`config.mk`:
```
export PLATFORM = sky130hd
export DESIGN_NAME = pid_controller_limit_smooth_unit_flat
export DESIGN_NICKNAME = d
export VERILOG_FILES = /design/src/hw/rtl/pcls_pkg.sv /design/src/hw/rtl/pcls_channels.sv /design/src/hw/rtl/pid_controller_limit_smooth_unit.sv /design/src/hw/rtl/pcls_ctrl.sv /design/src/hw/rtl/pcls_datapath.sv /design/src/flat_wrapper.sv
export SDC_FILE = /design/constraint.sdc
export NUM_CORES = 2
export LEC_CHECK = 0
export ABC_CLOCK_PERIOD_IN_PS = 19910
export BUFFER_PORTS_ARGS = -buffer_cell sky130_fd_sc_hd__buf_2
export CAP_MARGIN = 20
export CORE_MARGIN = 4
export CORE_UTILIZATION = 51
export CTS_CLUSTER_DIAMETER = 60
export DETAILED_ROUTE_END_ITERATION = 6
export PLACE_DENSITY = 0.76
export SLEW_MARGIN = 10
export SYNTH_ARGS = -nofsm -noshare
export SYNTH_HDL_FRONTEND = slang
export SYNTH_SLANG_ARGS = --single-unit
```
`constraint.sdc`:
```
create_clock -name clock -period 19.91 [get_ports clock]
set_input_delay 3.982 -clock clock [delete_from_list [all_inputs] [get_ports clock]]
set_output_delay 3.982 -clock clock [all_outputs]
set_load 0.005 [all_outputs]
```
`src/hw/rtl/pcls_pkg.sv`:
```
// Shared types and constants for the PID controller with clamp and smoothing.
`default_nettype none

package pcls_pkg;

   localparam int SAMPLE_W = 16;             // error and drive, signed Q8.8
   localparam int GAIN_W   = 16;             // unsigned Q4.12 gains
   localparam int SUM_W    = 32;             // integral accumulator
   localparam int WEIGHT_W = 17;             // smoothing weight, Q1.16
   localparam int CSR_IDX_W  = 3;
   localparam int CSR_DATA_W = 17;
   localparam int MUL_A_W  = 17;             // unsigned multiplier operand
   localparam int MUL_B_W  = 33;             // signed multiplier operand
   localparam int PROD_W   = MUL_A_W + 1 + MUL_B_W;
   localparam int ROUND_SHIFT = 12;

   typedef enum logic [CSR_IDX_W-1:0] {
      CSR_GAIN_P    = 3'd0,
      CSR_GAIN_I    = 3'd1,
      CSR_GAIN_D    = 3'd2,
      CSR_LIMIT_EN  = 3'd3,
      CSR_LIMIT_LO  = 3'd4,
      CSR_LIMIT_HI  = 3'd5,
      CSR_SMOOTH_EN = 3'd6,
      CSR_SMOOTH_W  = 3'd7
   } csr_index_type;

   typedef enum logic [1:0] {
      MUL_PROP   = 2'd0,
      MUL_DERIV  = 2'd1,
      MUL_INTEG  = 2'd2,
      MUL_SMOOTH = 2'd3
   } mul_sel_type;

   typedef struct packed {
      logic        load;       // latch a new item, update error state
      logic        mul_en;
      mul_sel_type mul_sel;
      logic        acc_load;
      logic        acc_add;
      logic        round_en;
      logic        limit_en;
      logic        blend_en;
      logic        out_load;   // move drive into the result register
   } dp_cmd_type;

   typedef struct packed {
      logic smooth_enable;
   } dp_status_type;

endpackage

`default_nettype wire

```
`src/hw/rtl/pcls_channels.sv`:
```
// Valid/ready channel interfaces for error items and drive items.
`default_nettype none

interface pcls_req_if;
   logic                                 valid;
   logic                                 ready;
   logic signed [pcls_pkg::SAMPLE_W-1:0] error_sample;

   modport source (output valid, output error_sample, input ready);
   modport sink   (input valid, input error_sample, output ready);
endinterface

interface pcls_rsp_if;
   logic                                 valid;
   logic                                 ready;
   logic signed [pcls_pkg::SAMPLE_W-1:0] drive;

   modport source (output valid, output drive, input ready);
   modport sink   (input valid, input drive, output ready);
endinterface

`default_nettype wire

```
`src/hw/rtl/pid_controller_limit_smooth_unit.sv`:
```
// Top level of the PID controller with output clamp and smoothing.
//
// req_chan carries one signed Q8.8 error_sample per item; rsp_chan returns
// one signed Q8.8 drive per item, in order. Both use valid/ready and an item
// moves on a clock edge where both are high.
// csr_* writes one control register per cycle with csr_wr_en high; write it
// only while no item is in flight.
// An item accepted in idle passes the P, D and I products, accumulate, round
// and clamp, then with smoothing the blend product and blend, before its drive
// is loaded. One shared 18x33 multiplier is used for the three gain
// products and the blend, so items are taken one at a time.
// The result sits in an output register; the next item is accepted and
// worked on while it waits, and the sequencer holds in its last step until
// the receiver takes the previous drive.
// Synchronous reset clears the integral, previous error and previous drive,
// sets gains to zero, limits to full range, both enables off and the
// smoothing weight to one.
`default_nettype none

module pid_controller_limit_smooth_unit (
   input  wire logic                              clock,
   input  wire logic                              reset,
   pcls_req_if.sink                               req_chan,
   pcls_rsp_if.source                             rsp_chan,
   input  wire logic                              csr_wr_en,
   input  wire logic [pcls_pkg::CSR_IDX_W-1:0]    csr_index,
   input  wire logic [pcls_pkg::CSR_DATA_W-1:0]   csr_wr_data
);
   import pcls_pkg::*;

   dp_cmd_type    cmd;
   dp_status_type status;

   pcls_ctrl u_ctrl (
      .clock     (clock),
      .reset     (reset),
      .req_valid (req_chan.valid),
      .req_ready (req_chan.ready),
      .rsp_valid (rsp_chan.valid),
      .rsp_ready (rsp_chan.ready),
      .status    (status),
      .cmd       (cmd)
   );

   pcls_datapath u_datapath (
      .clock        (clock),
      .reset        (reset),
      .csr_wr_en    (csr_wr_en),
      .csr_index    (csr_index),
      .csr_wr_data  (csr_wr_data),
      .error_sample (req_chan.error_sample),
      .cmd          (cmd),
      .status       (status),
      .drive        (rsp_chan.drive)
   );

endmodule

`default_nettype wire

```
`src/hw/rtl/pcls_ctrl.sv`:
```
// Sequencer for the PID datapath and the result valid flag.
`default_nettype none

module pcls_ctrl (
   input  wire logic                    clock,
   input  wire logic                    reset,
   input  wire logic                    req_valid,
   output logic                         req_ready,
   output logic                         rsp_valid,
   input  wire logic                    rsp_ready,
   input  wire pcls_pkg::dp_status_type status,
   output pcls_pkg::dp_cmd_type         cmd
);
   import pcls_pkg::*;

   typedef enum logic [9:0] {
      ST_IDLE   = 10'b00_0000_0001,
      ST_MUL_P  = 10'b00_0000_0010,
      ST_MUL_D  = 10'b00_0000_0100,
      ST_MUL_I  = 10'b00_0000_1000,
      ST_ACC_I  = 10'b00_0001_0000,
      ST_ROUND  = 10'b00_0010_0000,
      ST_LIMIT  = 10'b00_0100_0000,
      ST_MUL_S  = 10'b00_1000_0000,
      ST_BLEND  = 10'b01_0000_0000,
      ST_FINISH = 10'b10_0000_0000
   } state_type;

   state_type state_ff, state_in;
   logic      rsp_valid_ff, rsp_valid_in;
   logic      out_free;

   assign out_free = !rsp_valid_ff || rsp_ready;

   always_comb begin
      state_in = state_ff;
      cmd      = '0;
      cmd.mul_sel = MUL_PROP;
      req_ready = 1'b0;
      unique case (state_ff)
         ST_IDLE: begin
            req_ready = 1'b1;
            if (req_valid) begin
               cmd.load = 1'b1;
               state_in = ST_MUL_P;
            end
         end
         ST_MUL_P: begin
            cmd.mul_en  = 1'b1;
            cmd.mul_sel = MUL_PROP;
            state_in    = ST_MUL_D;
         end
         ST_MUL_D: begin
            cmd.mul_en   = 1'b1;
            cmd.mul_sel  = MUL_DERIV;
            cmd.acc_load = 1'b1;
            state_in     = ST_MUL_I;
         end
         ST_MUL_I: begin
            cmd.mul_en  = 1'b1;
            cmd.mul_sel = MUL_INTEG;
            cmd.acc_add = 1'b1;
            state_in    = ST_ACC_I;
         end
         ST_ACC_I: begin
            cmd.acc_add = 1'b1;
            state_in    = ST_ROUND;
         end
         ST_ROUND: begin
            cmd.round_en = 1'b1;
            state_in     = ST_LIMIT;
         end
         ST_LIMIT: begin
            cmd.limit_en = 1'b1;
            state_in     = status.smooth_enable ? ST_MUL_S : ST_FINISH;
         end
         ST_MUL_S: begin
            cmd.mul_en  = 1'b1;
            cmd.mul_sel = MUL_SMOOTH;
            state_in    = ST_BLEND;
         end
         ST_BLEND: begin
            cmd.blend_en = 1'b1;
            state_in     = ST_FINISH;
         end
         ST_FINISH: begin
            if (out_free) begin
               cmd.out_load = 1'b1;
               state_in     = ST_IDLE;
            end
         end
         default: state_in = ST_IDLE;
      endcase
   end

   always_comb begin
      rsp_valid_in = rsp_valid_ff;
      if (cmd.out_load) begin
         rsp_valid_in = 1'b1;
      end else if (rsp_ready) begin
         rsp_valid_in = 1'b0;
      end
   end

   always_ff @(posedge clock) begin
      if (reset) begin
         state_ff     <= ST_IDLE;
         rsp_valid_ff <= 1'b0;
      end else begin
         state_ff     <= state_in;
         rsp_valid_ff <= rsp_valid_in;
      end
   end

   assign rsp_valid = rsp_valid_ff;

endmodule

`default_nettype wire

```
`src/hw/rtl/pcls_datapath.sv`:
```
// PID datapath: control registers, error state, shared multiplier, round, clamp, blend.
`default_nettype none

module pcls_datapath (
   input  wire logic                                   clock,
   input  wire logic                                   reset,
   input  wire logic                                   csr_wr_en,
   input  wire logic [pcls_pkg::CSR_IDX_W-1:0]         csr_index,
   input  wire logic [pcls_pkg::CSR_DATA_W-1:0]        csr_wr_data,
   input  wire logic signed [pcls_pkg::SAMPLE_W-1:0]   error_sample,
   input  wire pcls_pkg::dp_cmd_type                   cmd,
   output pcls_pkg::dp_status_type                     status,
   output logic signed [pcls_pkg::SAMPLE_W-1:0]        drive
);
   import pcls_pkg::*;

   localparam int SHIFTED_W = PROD_W - ROUND_SHIFT;

   // control registers
   logic [GAIN_W-1:0]          gain_p_ff, gain_i_ff, gain_d_ff;
   logic                       limit_en_ff, smooth_en_ff;
   logic signed [SAMPLE_W-1:0] limit_lo_ff, limit_hi_ff;
   logic [WEIGHT_W-1:0]        weight_ff;

   // loop state
   logic signed [SAMPLE_W-1:0] last_error_ff;
   logic signed [SUM_W-1:0]    error_sum_ff, error_sum_in;
   logic signed [SAMPLE_W-1:0] last_drive_ff;

   // per-item working registers
   logic signed [SAMPLE_W-1:0] e_ff;
   logic signed [SAMPLE_W:0]   d_ff, d_in;
   logic signed [PROD_W-1:0]   prod_ff, prod_in;
   logic signed [PROD_W-1:0]   acc_ff;
   logic signed [SAMPLE_W-1:0] work_ff, work_in;
   logic signed [SAMPLE_W-1:0] drive_ff;

   logic signed [SUM_W:0]      sum_wide;
   logic [MUL_A_W-1:0]         mul_a;
   logic signed [MUL_A_W:0]    mul_a_s;
   logic signed [MUL_B_W-1:0]  mul_b;
   logic [WEIGHT_W-1:0]        weight_eff;
   logic signed [SAMPLE_W:0]   drive_delta;
   logic signed [PROD_W-1:0]   rounded;
   logic signed [SHIFTED_W-1:0] shifted;
   logic signed [SAMPLE_W-1:0] rounded_sat;
   logic signed [SAMPLE_W-1:0] upper_cut, clamped;
   logic signed [PROD_W-1:0]   mix;

   // control register writes
   always_ff @(posedge clock) begin
      if (reset) begin
         gain_p_ff    <= '0;
         gain_i_ff    <= '0;
         gain_d_ff    <= '0;
         limit_en_ff  <= 1'b0;
         limit_lo_ff  <= {1'b1, {(SAMPLE_W-1){1'b0}}};
         limit_hi_ff  <= {1'b0, {(SAMPLE_W-1){1'b1}}};
         smooth_en_ff <= 1'b0;
         weight_ff    <= {1'b1, {(WEIGHT_W-1){1'b0}}};
      end else if (csr_wr_en) begin
         unique case (csr_index_type'(csr_index))
            CSR_GAIN_P:    gain_p_ff    <= csr_wr_data[GAIN_W-1:0];
            CSR_GAIN_I:    gain_i_ff    <= csr_wr_data[GAIN_W-1:0];
            CSR_GAIN_D:    gain_d_ff    <= csr_wr_data[GAIN_W-1:0];
            CSR_LIMIT_EN:  limit_en_ff  <= csr_wr_data[0];
            CSR_LIMIT_LO:  limit_lo_ff  <= csr_wr_data[SAMPLE_W-1:0];
            CSR_LIMIT_HI:  limit_hi_ff  <= csr_wr_data[SAMPLE_W-1:0];
            CSR_SMOOTH_EN: smooth_en_ff <= csr_wr_data[0];
            CSR_SMOOTH_W:  weight_ff    <= csr_wr_data[WEIGHT_W-1:0];
            default: ;
         endcase
      end
   end

   assign status.smooth_enable = smooth_en_ff;

   // difference and saturating integral on item entry
   assign d_in     = (SAMPLE_W+1)'(error_sample) - (SAMPLE_W+1)'(last_error_ff);
   assign sum_wide = (SUM_W+1)'(error_sum_ff) + (SUM_W+1)'(error_sample);

   always_comb begin
      error_sum_in = sum_wide[SUM_W-1:0];
      if (sum_wide[SUM_W] != sum_wide[SUM_W-1]) begin
         error_sum_in = sum_wide[SUM_W] ? {1'b1, {(SUM_W-1){1'b0}}}
                                        : {1'b0, {(SUM_W-1){1'b1}}};
      end
   end

   // weights above one act as one
   assign weight_eff  = (weight_ff[WEIGHT_W-1] && (|weight_ff[WEIGHT_W-2:0]))
                        ? {1'b1, {(WEIGHT_W-1){1'b0}}} : weight_ff;
   assign drive_delta = (SAMPLE_W+1)'(work_ff) - (SAMPLE_W+1)'(last_drive_ff);

   // shared multiplier operand select
   always_comb begin
      unique case (cmd.mul_sel)
         MUL_PROP: begin
            mul_a = MUL_A_W'(gain_p_ff);
            mul_b = MUL_B_W'(e_ff);
         end
         MUL_DERIV: begin
            mul_a = MUL_A_W'(gain_d_ff);
            mul_b = MUL_B_W'(d_ff);
         end
         MUL_INTEG: begin
            mul_a = MUL_A_W'(gain_i_ff);
            mul_b = MUL_B_W'(error_sum_ff);
         end
         MUL_SMOOTH: begin
            mul_a = weight_eff;
            mul_b = MUL_B_W'(drive_delta);
         end
         default: begin
            mul_a = '0;
            mul_b = '0;
         end
      endcase
   end

   assign mul_a_s = {1'b0, mul_a};
   assign prod_in = mul_a_s * mul_b;

   // negate, round half up, saturate to 16 bits
   assign rounded = -acc_ff + PROD_W'(1 << (ROUND_SHIFT - 1));
   assign shifted = rounded[PROD_W-1:ROUND_SHIFT];

   always_comb begin
      rounded_sat = shifted[SAMPLE_W-1:0];
      if (shifted[SHIFTED_W-1:SAMPLE_W-1] != {(SHIFTED_W-SAMPLE_W+1){shifted[SHIFTED_W-1]}})
      begin
         rounded_sat = shifted[SHIFTED_W-1] ? {1'b1, {(SAMPLE_W-1){1'b0}}}
                                           : {1'b0, {(SAMPLE_W-1){1'b1}}};
      end
   end

   // upper limit first, then lower
   assign upper_cut = (work_ff > limit_hi_ff) ? limit_hi_ff : work_ff;
   assign clamped   = (upper_cut < limit_lo_ff) ? limit_lo_ff : upper_cut;

   // last*1.0 + w*(drive - last) + half, floor to Q8.8; stays between both inputs
   assign mix = (PROD_W'(last_drive_ff) <<< 16) + prod_ff + PROD_W'(32768);

   always_comb begin
      work_in = work_ff;
      if (cmd.round_en) begin
         work_in = rounded_sat;
      end else if (cmd.limit_en && limit_en_ff) begin
         work_in = clamped;
      end else if (cmd.blend_en) begin
         work_in = mix[SAMPLE_W+15:16];
      end
   end

   always_ff @(posedge clock) begin
      if (reset) begin
         last_error_ff <= '0;
         error_sum_ff  <= '0;
         last_drive_ff <= '0;
      end else begin
         if (cmd.load) begin
            last_error_ff <= error_sample;
            error_sum_ff  <= error_sum_in;
         end
         if (cmd.out_load) begin
            last_drive_ff <= work_ff;
         end
      end
   end

   always_ff @(posedge clock) begin
      if (cmd.load) begin
         e_ff <= error_sample;
         d_ff <= d_in;
      end
      if (cmd.mul_en) begin
         prod_ff <= prod_in;
      end
      if (cmd.acc_load) begin
         acc_ff <= prod_ff;
      end else if (cmd.acc_add) begin
         acc_ff <= acc_ff + prod_ff;
      end
      work_ff <= work_in;
      if (cmd.out_load) begin
         drive_ff <= work_ff;
      end
   end

   assign drive = drive_ff;

endmodule

`default_nettype wire

```
`src/flat_wrapper.sv`:
```
// flat-port wrapper written by rule: the top's interface ports become plain ports
module pid_controller_limit_smooth_unit_flat import pcls_pkg::*;
  (clock, reset, csr_wr_en, csr_index, csr_wr_data, req_chan_valid, req_chan_error_sample, req_chan_ready, rsp_chan_valid, rsp_chan_drive, rsp_chan_ready);
  pcls_req_if req_chan_i ();
  pcls_rsp_if rsp_chan_i ();
  input  wire logic clock;
  input  wire logic reset;
  input  wire logic csr_wr_en;
  input  wire logic [pcls_pkg::CSR_IDX_W-1:0] csr_index;
  input  wire logic [pcls_pkg::CSR_DATA_W-1:0] csr_wr_data;
  input wire logic [$bits(req_chan_i.valid)-1:0] req_chan_valid;
  input wire logic [$bits(req_chan_i.error_sample)-1:0] req_chan_error_sample;
  output wire logic [$bits(req_chan_i.ready)-1:0] req_chan_ready;
  output wire logic [$bits(rsp_chan_i.valid)-1:0] rsp_chan_valid;
  output wire logic [$bits(rsp_chan_i.drive)-1:0] rsp_chan_drive;
  input wire logic [$bits(rsp_chan_i.ready)-1:0] rsp_chan_ready;
  assign req_chan_i.valid = req_chan_valid;
  assign req_chan_i.error_sample = req_chan_error_sample;
  assign req_chan_ready = req_chan_i.ready;
  assign rsp_chan_valid = rsp_chan_i.valid;
  assign rsp_chan_drive = rsp_chan_i.drive;
  assign rsp_chan_i.ready = rsp_chan_ready;
  pid_controller_limit_smooth_unit u_core (.clock(clock), .reset(reset), .req_chan(req_chan_i), .rsp_chan(rsp_chan_i), .csr_wr_en(csr_wr_en), .csr_index(csr_index), .csr_wr_data(csr_wr_data));
endmodule
```
# After elaboration in Yosys (flattened, before gate mapping)
# Cells that the tools add are included.
# classes
n_addsub	8
n_mul	1
n_lt_le_gt_ge	2
n_eq_ne	24
n_mux	31
reduce_logical	20
# ops
operator	count
$pmux 33 s4	1
$mux 16	7
$mux 51	2
$pmux 10 s10	1
$pmux 17 s4	1
$mux 32	2
$add 51x13->51 const B	1
$add 51x51->51	1
$mul 18x33->51	1
$neg 51->51	1
$sub 16x16->17	2
$add 32x16->33	1
$add 32x17->32 const B	1
$add 32x32->32	1
$mux 10	3
$ne 23x23->1	1
$reduce_and 2->1	9
$mux 17	1
$gt 16x16->1	1
$lt 16x16->1	1
$reduce_or 16->1	1
$eq 3x3->1 const B	4
$mux 1	12
$pmux 3 s4	1
24 further kinds	29
# totals
reg_bits	341
in_bits	41
word_cells	105

# Depth between registers and ports, before layout
# depth
depth_word	6
ltp_mapped	39

# Cells and area by module
# From an unflattened synthesis, not the netlist that was laid out.
# hier_totals
hier_cells	4623
hier_area_um2	40318.7
# modules_own_cells
module	n_inst	cells_each	area_each_um2	seq_area_each_um2
pcls_datapath	1	4559	39721.8	8277.9
pcls_ctrl	1	64	596.8	220.2

# Worst setup path before layout
# No wires, ideal clock.
# synth_timing
kind	reg-to-reg
start	reg u_core.u_datapath.work_ff[0]
end	reg u_core.u_datapath.prod_ff[46], data pin
setup_time_ps	260
arrival_time_ps	9157
slack_ps	10493
stages_incl_launch_ff	40
path_cell_list	edfxtp_1 inv_1 ha_1 fa_1 nor2b_1 o21ai_0 a21boi_0 o21a_1 o21ai_0 a21oi_1 o21a_1 o41a_1 o21a_1 and2_1 clkbuf_1 clkbuf_1 clkbuf_1 nor3_1 (+4 left out) inv_1 fa_1 fa_1 inv_1 fa_1 inv_1 ha_1 a211o_1 a21oi_1 o21ai_0 a221o_1 a41oi_1 o21ai_0 a21oi_1 o41ai_1 or3b_2 a21oi_1 xnor2_1
# synth_via
elab_chain_cells	3
# synth_lines
element	line	source
from (decl)	pcls_datapath.sv:35	logic signed [SAMPLE_W-1:0] work_ff, work_in;
from (signal assigned)	pcls_datapath.sv:184	work_ff <= work_in;
$sub 16x16->17	pcls_datapath.sv:93	assign drive_delta = (SAMPLE_W+1)'(work_ff) - (SAMPLE_W+1)'(last_drive_ff);
$pmux 33 s4	pcls_datapath.sv:97	unique case (cmd.mul_sel)
$mul 18x33->51	pcls_datapath.sv:122	assign prod_in = mul_a_s * mul_b;
named net u_core.u_datapath.prod_in[46]	pcls_datapath.sv:33	logic signed [PROD_W-1:0] prod_ff, prod_in;
to (signal assigned)	pcls_datapath.sv:177	prod_ff <= prod_in;
to (decl)	pcls_datapath.sv:33	
# The timed path passes the listed nets, and every way through them passes these cells.
# A chain may end at the register's enable or synchronous reset.

# Worst setup path in the final report
# Ends and elaborated chain as after synthesis.

==> results_dict.tcl <==
set metrics [dict create \
    netlist.top_cell.by_area "fa_1" \
    rows 103 \
    io_buffers 58 \
    via_count 34900 \
    start_util_pct 51.7 \
    switchingPower_uw 709 \
    core_area_um2 79400 \
    worst-path-buf-inv 6 \
    switching_share_pct 32.8 \
    worstPathArrival_ns 11.43 \
    hold_buffers 0 \
    yosys-top-cells-area "fa_1 26%, edfxtp_1 12%, ha_1 8.5%" \
    grt_pass1_vias 34600 \
    synth_flop_cell "dfxtp_1" \
    setup_violations 0 \
    maxClockFrequency_mhz 90.0 \
    syn-cell-area_um2 41100 \
    ir_drop_mv 0.0583 \
    yosysTopAreaCellShare_pct 25.8 \
    timing.final.crit_share_pct 55.8 \
    final_common_cell "inv_1" \
    reg2reg_from "u_core.u_datapath.work_ff[0]" \
    syn-num-nets 5659 \
    placed_area_um2 42500 \
    hold_violations 0 \
    crit_path_max_fanout 91 \
    routed_wl_um 119000 \
    drc 0 \
    gp_congestion 0.973 \
    clkSinkCount 341 \
    track_usage_pct 27.7 \
    cpMostUsedCell "fa_1" \
    worstSetupEndpointType "flip-flop" \
    clk_path_buf_depth 3 \
    seqPwrFrac_pct 37.1 \
    post-cts-setup-buffer-count 0 \
    wl_met1_um 47300 \
    report.final.slew_viol_count 0 \
    post-dp-hpwl_um 92400 \
    dieHeight_um 292 \
    wl_met2_um 53400 \
    dr.first_iter.drc_count 3185 \
    cts-resized-gates 0 \
    layout_common_cells "736 x inv_1, 620 x nand2_1, 530 x fa_1, 356 x a21oi_1, 316 x nor2_1" \
    synth_edf_count 167 \
    synthCells 4809 \
    syn_avg_cell_area_um2 8.54 \
    grt_pass1_wl_um 189000 \
    grt.overflow.total 0 \
    synth_cell_types 84 \
    yosys_register_bits 341 \
    crit_path_max_incr_delay_ns 0.68 \
    leakage_uw 0.0197 \
    postRouteAntennaNets 0 \
    required_ns 20.23 \
    grt_max_degree 92 \
    crit_slowest_cell "buf_4" \
    p_int_uw 1450 \
    worst_pin_slew_ns 1.10 \
    die_x_um 292 \
    wl_per_cell_um 20.4 \
    status "finished clean" \
    clk_latency_ns 0.58 \
    area_growth_pct 6.78 \
    final_cell_area_um2 43900 \
    cp_top_family "adder cells" \
    met3_length_um 12100 \
    antenna_found_initial 1 \
    hp-class "reg2reg" \
    drv_cap 0 \
    synthArstFlopShare_pct 0 \
    nets 5625 \
    ys_seq_area_share_pct 20.7 \
    finClkSkew_ns 0.0176 \
    critPathLaunch "u_core.u_datapath.work_ff[0]" \
    powerDensity_nw_per_um2 49.3 \
    synthesis.yosys.warnings 0 \
    rsz0062_at_grt "no" \
    first_pass_iters 6 \
    relSlewSlack_pct 26.3 \
    htree_num_levels 2 \
    top_layer "met4" \
    pwr-share-clk_pct 36.0 \
    combPwrFrac_pct 26.8 \
    setup_tns_ns 0 \
    start_kind "flip-flop" \
    cts_buffers 39 \
    viasPerCell 5.97 \
    io_pins 59 \
    cts_tree "done" \
    cts_root_buffer "clkbuf_16" \
    period_needed_ns 11.11 \
    drive_gt1_share_pct 5.39 \
    clk_pin_slew_ns 0.06 \
    critical_path_class "reg2reg" \
    hp-start "u_core.u_datapath.gain_d_ff[10]" \
    die_area_um2 85200 \
]
[flip-flops by register name, summed over array words and instances (netlist names)]
name and flops:
u_core.u_datapath.drive 16, u_core.u_datapath.limit_hi_ff 16, u_core.u_datapath.gain_d_ff 16, u_core.u_datapath.e_ff 16, u_core.u_datapath.weight_ff 17, u_core.u_datapath.gain_i_ff 16, u_core.u_ctrl.state_ff 10, u_core.u_datapath.limit_en_ff 1
u_core.u_datapath.last_error_ff 16, u_core.u_ctrl.rsp_valid 1, u_core.u_datapath.gain_p_ff 16, u_core.u_datapath.prod_ff 51, u_core.u_datapath.status 1, u_core.u_datapath.acc_ff 51, u_core.u_datapath.limit_lo_ff 16, u_core.u_datapath.d_ff 17
u_core.u_datapath.last_drive_ff 16, u_core.u_datapath.work_ff 16, u_core.u_datapath.error_sum_ff 32
[final cells by class]
| cell class | instances | area, um2 |
|---|---|---|
| diodes | 1 | 2.50 |
| clock inverters | 23 | 334 |
| clock buffers | 49 | 1040 |
| flip-flops and latches | 341 | 8500 |
| fillers | 7148 | 35500 |
| well taps | 1050 | 1310 |
| multi-input cells | 3532 | 29100 |
| repair buffers | 124 | 788 |
| inverters | 737 | 2770 |
[per-layer routing]
metal / track usage, % / vias to the layer above
met3: 6.18 / 417
met4: 12.9 / 0
li1: - / 15900
met1: 36.0 / 16900
met2: 44.3 / 1698
met5: 0 / -
[through the flow]
stage	cells	power [uW]	hold slack [ns]	util (%)	worst slack (ns)
CTS	5855	2160	0.450	55.2	8.90
global route	5856	2270	0.472	55.2	7.98
global placement	5783	1370	0.439	53.5	9.29
floorplan	4809	1230	0.432	-	10.49
detailed placement	5783	1390	0.442	53.5	8.96
finish	5857	2160	0.452	55.3	8.80
[worst reg2reg max path, delay by kind of cell, from the launching register on]
family / cells / cell delay [ns]
AND/OR/NAND/NOR: 4 / 1.39
XOR/XNOR: 1 / 0.09
flip-flops: 1 / 0.40
AO/OA/AOI/OAI: 17 / 3.57
buffers and inverters: 6 / 1.65
adder cells (fa/ha/maj): 9 / 3.78
[final timing paths]
check | slack (ns) | end | cells past startpoint
worst max-delay path | 8.80 | u_core.u_datapath.prod_ff[46] | 37
worst min-delay path | 0.45 | u_core.u_datapath.gain_d_ff[10] | 2
worst max register to register | 8.80 | u_core.u_datapath.prod_ff[46] | 37
worst min register to register | 0.45 | u_core.u_datapath.gain_d_ff[10] | 2
[logic make-up after synthesis]
family | Yosys count | share of synthesized area [%]
adders and majority gates | 814 | 34.4
AOI/OAI and AO/OA | 952 | 14.2
buffers and inverters | 936 | 8.60
DFF | 341 | 20.7
and+or+nand+nor | 1584 | 18.1
muxes | 25 | 0.658
xor gates and xnor gates | 157 | 3.35
[power by group through the flow]
| stage | Combinational [uW] | Sequential (uW) | Clock [uW] |
|---|---|---|---|
| floorplan | 423 | 805 | 0 |
| global placement | 554 | 817 | 0 |
| detailed placement | 569 | 817 | 0 |
| CTS | 572 | 802 | 788 |
| global route | 651 | 805 | 819 |
| finish | 581 | 803 | 779 |
[synth_stat cells, drive strengths merged (7+ instances only)]
cell type  count
inv          737
nand2        620
fa           530
a21oi        362
nor2         317
ha           279
o21ai        207
clkbuf       183
dfxtp        174
nor3         173
edfxtp       167
or3          127
nand3         96
a21o          95
xnor2         91
xor2          66
o21a          46
a211oi        44
nand2b        35
nor2b         35
a31oi         33
nand4         32
and2          25
nand3b        25
and3          22
nor4          20
o211ai        18
o21bai        17
buf           16
mux2          16
a221oi        15
o31ai         15
or3b          14
a21boi        12
or2           11
nor3b         10
o22ai         10
or4           10
mux2i          9
a31o           7
o31a           7
(Power assumes the default switching activity.)
